### src/rtl/json_string_unescaper_top_defines.svh
// ----------------------------------------------------------------------------
// json string unescaper assertion macros
// concurrent assertion wrappers, compiled out for synthesis
// ----------------------------------------------------------------------------
`ifndef JSON_STRING_UNESCAPER_TOP_DEFINES_SVH
`define JSON_STRING_UNESCAPER_TOP_DEFINES_SVH

`ifndef SYNTHESIS
// same-cycle implication
`define JSU_ASSERT_NOW(lbl, ante, cons, msg) \
  lbl: assert property (@(posedge clk_i) disable iff (!rst_ni) (ante) |-> (cons)) \
    else $error(msg);
// next-cycle implication
`define JSU_ASSERT_NEXT(lbl, ante, cons, msg) \
  lbl: assert property (@(posedge clk_i) disable iff (!rst_ni) (ante) |=> (cons)) \
    else $error(msg);
`else
`define JSU_ASSERT_NOW(lbl, ante, cons, msg)
`define JSU_ASSERT_NEXT(lbl, ante, cons, msg)
`endif

`endif

### src/rtl/jsu_pkg.sv
// ----------------------------------------------------------------------------
// jsu_pkg
// types, codes and helpers shared by the json string unescaper
// ----------------------------------------------------------------------------
`default_nettype none

package jsu_pkg;

  // escape decoding phase
  typedef enum logic [2:0] {
    PH_IDLE = 3'd0,
    PH_ESC  = 3'd1,
    PH_HEX0 = 3'd2,
    PH_HEX1 = 3'd3,
    PH_HEX2 = 3'd4,
    PH_HEX3 = 3'd5
  } phase_e;

  // end-of-string status
  typedef enum logic [1:0] {
    ST_OK    = 2'd0,
    ST_ILSEQ = 2'd1,
    ST_OVFL  = 2'd2
  } status_e;

  localparam logic [7:0] CH_QUOTE = 8'h22;
  localparam logic [7:0] CH_BSL   = 8'h5C;
  localparam logic [7:0] CH_SLASH = 8'h2F;
  localparam logic [7:0] CH_B     = 8'h62;
  localparam logic [7:0] CH_F     = 8'h66;
  localparam logic [7:0] CH_N     = 8'h6E;
  localparam logic [7:0] CH_R     = 8'h72;
  localparam logic [7:0] CH_T     = 8'h74;
  localparam logic [7:0] CH_U     = 8'h75;

  // per-string decoder state
  typedef struct packed {
    phase_e       phase;
    logic [11:0]  accum;
    logic [15:0]  bw;
    status_e      err;
  } state_t;

  // decoded results of one input transaction
  typedef struct packed {
    logic [2:0][7:0] bytes;
    logic [1:0]      nbytes;
    logic [1:0]      nres;
    logic            eos;
    status_e         status;
    logic [15:0]     base;
  } res_t;

  // hex digit value, bit 4 set when not a hex digit
  function automatic logic [4:0] hex_value(input logic [7:0] c);
    logic [4:0] v;
    if (c >= 8'h30 && c <= 8'h39) v = {1'b0, c[3:0]};
    else if ((c >= 8'h41 && c <= 8'h46) || (c >= 8'h61 && c <= 8'h66))
      v = 5'(c[2:0]) + 5'd9;
    else v = 5'h10;
    return v;
  endfunction

endpackage

`default_nettype wire

### src/rtl/jsu_in_if.sv
// ----------------------------------------------------------------------------
// jsu_in_if
// raw escaped byte channel
// ----------------------------------------------------------------------------
`default_nettype none

interface jsu_in_if;
  logic       valid;
  logic       ready;
  logic [7:0] in_byte;
  logic       in_last;

  modport source (output valid, output in_byte, output in_last, input ready);
  modport sink   (input valid, input in_byte, input in_last, output ready);
endinterface

`default_nettype wire

### src/rtl/jsu_out_if.sv
// ----------------------------------------------------------------------------
// jsu_out_if
// decoded byte and status channel
// ----------------------------------------------------------------------------
`default_nettype none

interface jsu_out_if;
  logic        valid;
  logic        ready;
  logic [7:0]  out_byte;
  logic        byte_valid;
  logic        end_of_string;
  logic [1:0]  status;
  logic [15:0] written_count;
  logic        run_last;

  modport source (output valid, output out_byte, output byte_valid,
                  output end_of_string, output status, output written_count,
                  output run_last, input ready);
  modport sink   (input valid, input out_byte, input byte_valid,
                  input end_of_string, input status, input written_count,
                  input run_last, output ready);
endinterface

`default_nettype wire

### src/rtl/jsu_decode.sv
// ----------------------------------------------------------------------------
// jsu_decode
// one-byte step of the unescaper: next state and decoded bytes
// ----------------------------------------------------------------------------
`default_nettype none

module jsu_decode (
  input  jsu_pkg::state_t  state_i,
  input  logic [7:0]       byte_i,
  input  logic             last_i,
  input  logic [15:0]      cap_i,
  output jsu_pkg::state_t  state_o,
  output jsu_pkg::res_t    res_o,
  output logic             emit_o
);
  import jsu_pkg::*;

  logic [15:0]     room;
  logic [4:0]      hex;
  logic [15:0]     cp;
  logic [1:0]      n;
  logic [2:0][7:0] buf_b;
  state_t          nxt;

  assign hex  = hex_value(byte_i);
  assign room = (state_i.bw < cap_i) ? (cap_i - state_i.bw) : 16'd0;
  assign cp   = {state_i.accum, hex[3:0]};

  // escape and token decoding
  always_comb begin
    nxt   = state_i;
    n     = 2'd0;
    buf_b = '0;
    if (state_i.err == ST_OK) begin
      unique case (state_i.phase)
        PH_ESC: begin
          nxt.phase = PH_IDLE;
          unique case (byte_i)
            CH_QUOTE, CH_BSL, CH_SLASH: begin buf_b[0] = byte_i; n = 2'd1; end
            CH_B: begin buf_b[0] = 8'h08; n = 2'd1; end
            CH_F: begin buf_b[0] = 8'h0C; n = 2'd1; end
            CH_N: begin buf_b[0] = 8'h0A; n = 2'd1; end
            CH_R: begin buf_b[0] = 8'h0D; n = 2'd1; end
            CH_T: begin buf_b[0] = 8'h09; n = 2'd1; end
            CH_U: begin
              nxt.phase = PH_HEX0;
              nxt.accum = '0;
            end
            default: nxt.err = ST_ILSEQ;
          endcase
        end
        PH_HEX0, PH_HEX1, PH_HEX2: begin
          if (hex[4]) begin
            nxt.err   = ST_ILSEQ;
            nxt.phase = PH_IDLE;
          end else begin
            nxt.accum = {state_i.accum[7:0], hex[3:0]};
            nxt.phase = phase_e'(state_i.phase + 3'd1);
          end
        end
        PH_HEX3: begin
          nxt.phase = PH_IDLE;
          nxt.accum = '0;
          if (hex[4]) begin
            nxt.err = ST_ILSEQ;
          end else if (cp < 16'h0080) begin
            buf_b[0] = cp[7:0];
            n        = 2'd1;
          end else if (cp < 16'h0800) begin
            buf_b[0] = 8'hC0 | {3'b000, cp[10:6]};
            buf_b[1] = 8'h80 | {2'b00, cp[5:0]};
            n        = 2'd2;
          end else begin
            buf_b[0] = 8'hE0 | {4'h0, cp[15:12]};
            buf_b[1] = 8'h80 | {2'b00, cp[11:6]};
            buf_b[2] = 8'h80 | {2'b00, cp[5:0]};
            n        = 2'd3;
          end
        end
        default: begin
          // idle, unused codes behave the same
          nxt.phase = PH_IDLE;
          if (room == 16'd0) nxt.err = ST_OVFL;
          else if (byte_i == CH_BSL) nxt.phase = PH_ESC;
          else begin
            buf_b[0] = byte_i;
            n        = 2'd1;
          end
        end
      endcase
      // escape output does not fit
      if ({14'd0, n} > room) begin
        n       = 2'd0;
        nxt.err = ST_OVFL;
      end
      if (last_i && nxt.err == ST_OK && nxt.phase != PH_IDLE) nxt.err = ST_ILSEQ;
    end
    nxt.bw = state_i.bw + {14'd0, n};
  end

  // result record and end-of-string clear
  always_comb begin
    res_o.bytes  = buf_b;
    res_o.nbytes = n;
    res_o.nres   = (n == 2'd0) ? 2'd1 : n;
    res_o.eos    = last_i;
    res_o.status = nxt.err;
    res_o.base   = state_i.bw;
    emit_o       = (n != 2'd0) || last_i;
    state_o      = nxt;
    if (last_i) begin
      state_o.phase = PH_IDLE;
      state_o.accum = '0;
      state_o.bw    = '0;
      state_o.err   = ST_OK;
    end
  end

endmodule

`default_nettype wire

### src/rtl/json_string_unescaper_top.sv
// ----------------------------------------------------------------------------
// json_string_unescaper_top
// streaming json string body unescaper with utf-8 output
// ----------------------------------------------------------------------------
//  channel  dir  handshake      payload
//  in_i     in   valid/ready    in_byte, in_last
//  out_o    out  valid/ready    out_byte, byte_valid, end_of_string, status,
//                               written_count, run_last
//  cfg      in   cfg_we_i       cfg_wdata_i = out_capacity
//
// an input transaction is decoded in the cycle it is taken and its results
// land in a result register; they leave one per cycle while out_o is ready,
// so an input holds the input side until the last of its results is taken.
// the input is taken while the last buffered result is being taken.
// reset clears the decoder state and empties the result register; capacity
// resets to 65535. no clearing pass.
// ----------------------------------------------------------------------------
`default_nettype none
`include "json_string_unescaper_top_defines.svh"

module json_string_unescaper_top (
  input  logic        clk_i,
  input  logic        rst_ni,
  input  logic        cfg_we_i,
  input  logic [15:0] cfg_wdata_i,
  jsu_in_if.sink      in_i,
  jsu_out_if.source   out_o
);
  import jsu_pkg::*;

  logic [15:0] cap_q;
  state_t      state_q;
  state_t      state_d;
  res_t        res_q;
  res_t        res_d;
  logic        emit;
  logic        buf_valid_q;
  logic        buf_valid_d;
  logic [1:0]  idx_q;
  logic        is_last_res;
  logic        out_take;
  logic        in_take;
  logic        has_byte;

  // capacity register
  always_ff @(posedge clk_i or negedge rst_ni) begin
    if (!rst_ni) begin
      cap_q <= 16'hFFFF;
    end else if (cfg_we_i) begin
      cap_q <= cfg_wdata_i;
    end
  end

  jsu_decode u_decode (
    .state_i (state_q),
    .byte_i  (in_i.in_byte),
    .last_i  (in_i.in_last),
    .cap_i   (cap_q),
    .state_o (state_d),
    .res_o   (res_d),
    .emit_o  (emit)
  );

  // handshake
  assign is_last_res = (idx_q == (res_q.nres - 2'd1));
  assign out_take    = out_o.valid && out_o.ready;
  assign in_i.ready  = !buf_valid_q || (out_take && is_last_res);
  assign in_take     = in_i.valid && in_i.ready;

  // result register occupancy, a new result wins over the drained one
  always_comb begin
    buf_valid_d = buf_valid_q;
    if (out_take && is_last_res) buf_valid_d = 1'b0;
    if (in_take && emit) buf_valid_d = 1'b1;
  end

  // decoder state and result register control
  always_ff @(posedge clk_i or negedge rst_ni) begin
    if (!rst_ni) begin
      state_q     <= '{phase: PH_IDLE, accum: '0, bw: '0, err: ST_OK};
      buf_valid_q <= 1'b0;
      idx_q       <= '0;
    end else begin
      buf_valid_q <= buf_valid_d;
      if (in_take && emit) begin
        idx_q <= '0;
      end else if (out_take && !is_last_res) begin
        idx_q <= idx_q + 2'd1;
      end
      if (in_take) begin
        state_q <= state_d;
      end
    end
  end

  // result payload
  always_ff @(posedge clk_i) begin
    if (in_take && emit) begin
      res_q <= res_d;
    end
  end

  // output transaction fields
  assign has_byte            = (res_q.nbytes != 2'd0);
  assign out_o.valid         = buf_valid_q;
  assign out_o.out_byte      = has_byte ? res_q.bytes[idx_q] : 8'h00;
  assign out_o.byte_valid    = has_byte;
  assign out_o.run_last      = is_last_res;
  assign out_o.end_of_string = res_q.eos && is_last_res;
  assign out_o.status        = (res_q.eos && is_last_res) ? res_q.status : ST_OK;
  assign out_o.written_count = has_byte ? (res_q.base + {14'd0, idx_q} + 16'd1)
                                        : res_q.base;

  // checks
  `JSU_ASSERT_NOW(a_eos_run_last, out_o.valid && out_o.end_of_string,
                  out_o.run_last, "end of string not on last result")
  `JSU_ASSERT_NOW(a_status_eos, out_o.valid && out_o.status != ST_OK,
                  out_o.end_of_string, "error status before end of string")
  `JSU_ASSERT_NOW(a_empty_eos, out_o.valid && !out_o.byte_valid,
                  out_o.end_of_string, "empty result not at end of string")
  `JSU_ASSERT_NEXT(a_clear_last, in_take && in_i.in_last,
                   state_q.bw == 16'd0 && state_q.phase == PH_IDLE && state_q.err == ST_OK,
                   "state not cleared after last byte")

endmodule

`default_nettype wire

### src/flat_wrapper.sv
// flat-port wrapper written by rule: the top's interface ports become plain ports
module json_string_unescaper_top_flat import jsu_pkg::*;
  (clk_i, rst_ni, cfg_we_i, cfg_wdata_i, in_i_valid, in_i_in_byte, in_i_in_last, in_i_ready, out_o_valid, out_o_out_byte, out_o_byte_valid, out_o_end_of_string, out_o_status, out_o_written_count, out_o_run_last, out_o_ready);
  jsu_in_if in_i_i ();
  jsu_out_if out_o_i ();
  input  logic clk_i;
  input  logic rst_ni;
  input  logic cfg_we_i;
  input  logic [15:0] cfg_wdata_i;
  input wire logic [$bits(in_i_i.valid)-1:0] in_i_valid;
  input wire logic [$bits(in_i_i.in_byte)-1:0] in_i_in_byte;
  input wire logic [$bits(in_i_i.in_last)-1:0] in_i_in_last;
  output wire logic [$bits(in_i_i.ready)-1:0] in_i_ready;
  output wire logic [$bits(out_o_i.valid)-1:0] out_o_valid;
  output wire logic [$bits(out_o_i.out_byte)-1:0] out_o_out_byte;
  output wire logic [$bits(out_o_i.byte_valid)-1:0] out_o_byte_valid;
  output wire logic [$bits(out_o_i.end_of_string)-1:0] out_o_end_of_string;
  output wire logic [$bits(out_o_i.status)-1:0] out_o_status;
  output wire logic [$bits(out_o_i.written_count)-1:0] out_o_written_count;
  output wire logic [$bits(out_o_i.run_last)-1:0] out_o_run_last;
  input wire logic [$bits(out_o_i.ready)-1:0] out_o_ready;
  assign in_i_i.valid = in_i_valid;
  assign in_i_i.in_byte = in_i_in_byte;
  assign in_i_i.in_last = in_i_in_last;
  assign in_i_ready = in_i_i.ready;
  assign out_o_valid = out_o_i.valid;
  assign out_o_out_byte = out_o_i.out_byte;
  assign out_o_byte_valid = out_o_i.byte_valid;
  assign out_o_end_of_string = out_o_i.end_of_string;
  assign out_o_status = out_o_i.status;
  assign out_o_written_count = out_o_i.written_count;
  assign out_o_run_last = out_o_i.run_last;
  assign out_o_i.ready = out_o_ready;
  json_string_unescaper_top u_core (.clk_i(clk_i), .rst_ni(rst_ni), .cfg_we_i(cfg_we_i), .cfg_wdata_i(cfg_wdata_i), .in_i(in_i_i), .out_o(out_o_i));
endmodule
### config.mk
export PLATFORM = sky130hd
export DESIGN_NAME = json_string_unescaper_top_flat
export DESIGN_NICKNAME = d
export VERILOG_FILES = /design/src/rtl/jsu_pkg.sv /design/src/rtl/jsu_in_if.sv /design/src/rtl/jsu_out_if.sv /design/src/rtl/jsu_decode.sv /design/src/rtl/json_string_unescaper_top.sv /design/src/flat_wrapper.sv
export VERILOG_INCLUDE_DIRS = /design/src /design/src/rtl
export SDC_FILE = /design/constraint.sdc
export NUM_CORES = 1
export LEC_CHECK = 0
export BUFFER_PORTS_ARGS = -buffer_cell sky130_fd_sc_hd__buf_2
export CORE_ASPECT_RATIO = 1.25
export CORE_MARGIN = 2
export CORE_UTILIZATION = 60
export CTS_BUF_LIST = sky130_fd_sc_hd__clkbuf_8
export CTS_CLUSTER_DIAMETER = 30
export DETAILED_ROUTE_END_ITERATION = 16
export PLACE_DENSITY = 0.93
export SLEW_MARGIN = 40
export SYNTH_ARGS = -nofsm -noshare
export SYNTH_HDL_FRONTEND = slang
export SYNTH_SLANG_ARGS = --single-unit
### constraint.sdc
create_clock -name clk_i -period 9.5 [get_ports clk_i]
set_clock_uncertainty 0.15 [all_clocks]
set_input_delay 0.475 -clock clk_i [delete_from_list [all_inputs] [get_ports clk_i]]
set_output_delay 0.475 -clock clk_i [all_outputs]
set_load 0.02 [all_outputs]
==> impl_metrics.json <==
{
  "synth_edf_count": 45,
  "powerDensity_nw_per_um2": 206,
  "grt_overflow_total": 0,
  "synth_nets": 759,
  "final_cell_mix": "nor2_1, nand2_1, buf_2",
  "n_fill_cell": 793,
  "min_path_type": "in -> async",
  "vias": 5307,
  "cts.clk_slew.worst_paths_ps": 100,
  "dpl.hpwl_um": 10900,
  "status": "finished, final reports clean",
  "maxCapViolCount": 0,
  "cp.arrival_ps": 7080,
  "cp_slowest_cell": "or4_1",
  "hold_violations": 0,
  "cp-end-kind": "register",
  "fin_cells": 884,
  "start_util": 0.607,
  "crit_path_start_kind": "register",
  "syn_avg_cell_area_um2": 9.16,
  "synth-main-ff-cell": "edfxtp_1",
  "synthArstFlopShare": 0.536,
  "place.gp.congestion": 0.924,
  "dieArea_um2": 11400,
  "seq_area_frac_synth": 0.421,
  "htreeDepth": 3,
  "row_count": 42,
  "placed_cells": 867,
  "worstSetupPathType": "reg -> reg",
  "layout.nets": 813,
  "diodes": 0,
  "wl_per_cell_um": 16.4,
  "clock_tree.root_cell": "clkbuf_8",
  "p_total_mw": 1.44,
  "yosysUniqueCellTypes": 72,
  "period_share": 0.735,
  "viasPerCell": 6.00,
  "critPathRequiredTime_ps": 9600,
  "fin_crit_ps": 6980,
  "syn_to_final_growth_pct": 10.1,
  "postCtsSetupRepairBufs": 0,
  "setup_ws_ps": 2520,
  "ys_ff_latch": 97,
  "cts_made_buffers": 9,
  "multi_input_area_um2": 3440,
  "core_region_area_um2": 10500,
  "cts_hold_buffers": 0,
  "tns_ps": 0,
  "ant_nets": 0,
  "route.detailed.drc": 0,
  "grt_pass1_vias": 4974,
  "rsz0062_at_grt": "false",
  "slew_violations": 0,
  "irDropWorstVdd_v": 0.0000916,
  "ys_warn_count": 0,
  "fmax_mhz": 143,
  "regArea_um2": 2670,
  "setup_viol": 0,
  "antenna_found_initial": 0,
  "ctsResizeCount": 0,
  "die_y_um": 119,
  "cts_sinks": 97,
  "die_x_um": 96.0,
  "grt_max_degree": 53,
  "crit_path_max_incr_delay_ps": 740,
  "relSlewSlack": 0.429,
  "grt_usage": 0.263,
  "io_pins": 61,
  "hold_slack_ps": 63.8,
  "final_layout_size_suffix_gt1_frac": 0.177,
  "drt-pass1-iter-count": 5,
  "postSynthCellCount": 693,
  "port_buffers": 60,
  "cp_max_fo": 9,
  "grt_pass1_wl_um": 23700,
  "p_leak_nw": 2.86,
  "crit_top_cell": "ha_1",
  "finalWirelength_um": 14500,
  "worst_pin_slew_ps": 848,
  "clk_path_buf_depth": 2,
  "place_ws_ps": 2790,
  "synth_area_um2": 6350,
  "clock_latency_ps": 380,
  "drt_iter0_markers": 498,
  "final_common_cell": "nor2_1",
  "cts_tree": "yes"
}
==> cell type report <==
type,count,area share
clock buffer,9,0.0177
tap,132,0.0236
inverter,38,0.0204
clock inverter,7,0.0154
sequential,97,0.382
multi-input combinational,536,0.492
timing repair buffer,65,0.0483
==> sequential cells by signal, indices dropped and copies added, names as in the netlist <==
| name | count |
|---|---|
| u_core.cap_q | 16 |
| u_core.state_q | 33 |
| u_core.res_q | 45 |
| u_core.idx_q | 2 |
| u_core.out_o.valid | 1 |
==> metrics by stage <==
step | area (µm²) | utilization
3_5_place_dp | 6750 | 0.645
6_report | 6990 | 0.668
2_1_floorplan | 6350 | -
5_1_grt | 6990 | 0.668
4_1_cts | 6980 | 0.668
3_3_place_gp | 6750 | 0.645
==> where the power goes <==
group	internal, mW	total, mW	switching [mW]
Sequential	0.519	0.573	0.0533
Combinational	0.208	0.557	0.349
Clock	0.154	0.313	0.159
Total	0.881	1.44	0.562
==> worst paths after layout <==
kind | cells past startpoint | from | slack (ps) | end
max reg2reg | 26 | u_core.cap_q[0] | 2520 | u_core.state_q[17]
min reg2reg | 0 | u_core.state_q[17] | 310 | u_core.res_q[15]
min | 2 | rst_ni | 60 | u_core.state_q[32]
max in group asynchronous | 2 | rst_ni | 8680 | u_core.state_q[6]
max | 26 | u_core.cap_q[0] | 2520 | u_core.state_q[17]
min in group clk_i | 3 | cfg_wdata_i[1] | 160 | u_core.cap_q[1]
==> critical path: cells and delay by family (launching register included) <==
| kind | cells | cell delay, ps |
|---|---|---|
| AND/OR/NAND/NOR | 12 | 3110 |
| AO/OA/AOI/OAI | 7 | 1690 |
| adder cells (fa/ha/maj) | 4 | 990 |
| flip-flops | 1 | 530 |
| buffers and inverters | 2 | 180 |
| XOR/XNOR | 1 | 180 |
==> Yosys cell counts (all sizes together), types with 3 or more instances <==
cell | number | area [µm²]
clkbuf | 13 | 48.8
a211oi | 7 | 62.6
edfxtp | 45 | 1350
o31ai | 11 | 82.6
xor2 | 7 | 61.3
a21oi | 47 | 243
nor3b | 3 | 22.5
o32ai | 3 | 26.3
a21o | 6 | 45.0
or2 | 9 | 56.3
fa | 3 | 60.1
mux2i | 11 | 110
a31oi | 10 | 68.8
o21a | 3 | 22.5
nor2 | 84 | 315
dfrtp | 36 | 901
nand3 | 27 | 135
o21bai | 3 | 22.5
o211ai | 3 | 22.5
o21ai | 36 | 180
or4 | 3 | 22.5
nor2b | 6 | 37.5
ha | 33 | 413
nand2 | 83 | 312
and2 | 7 | 43.8
buf | 9 | 56.3
nand2b | 9 | 56.3
and3 | 8 | 50.1
nor4 | 4 | 25.0
mux2 | 16 | 180
dfstp | 16 | 420
a21boi | 3 | 22.5
nand3b | 3 | 22.5
o22ai | 4 | 31.3
inv | 37 | 139
nor3 | 15 | 85.1
nand4 | 10 | 62.6
xnor2 | 29 | 254
==> per-layer routing <==
metal,track usage,vias to the layer above,share of wire
li1,-,2583,-
met4,0.0768,0,0.017
met1,0.367,2469,0.44
met3,0.0443,24,0.067
met2,0.421,231,0.48
met5,0,-,0
==> cells by family after synthesis <==
group / after synthesis / share of synthesized area
mux: 27 / 0.0457
buf+inv: 60 / 0.0390
simple gates: 279 / 0.208
fa+ha+maj: 36 / 0.0745
flops: 97 / 0.421
xor+xnor: 36 / 0.0497
compound gates: 158 / 0.162
Power figures use the tool's default switching activity.
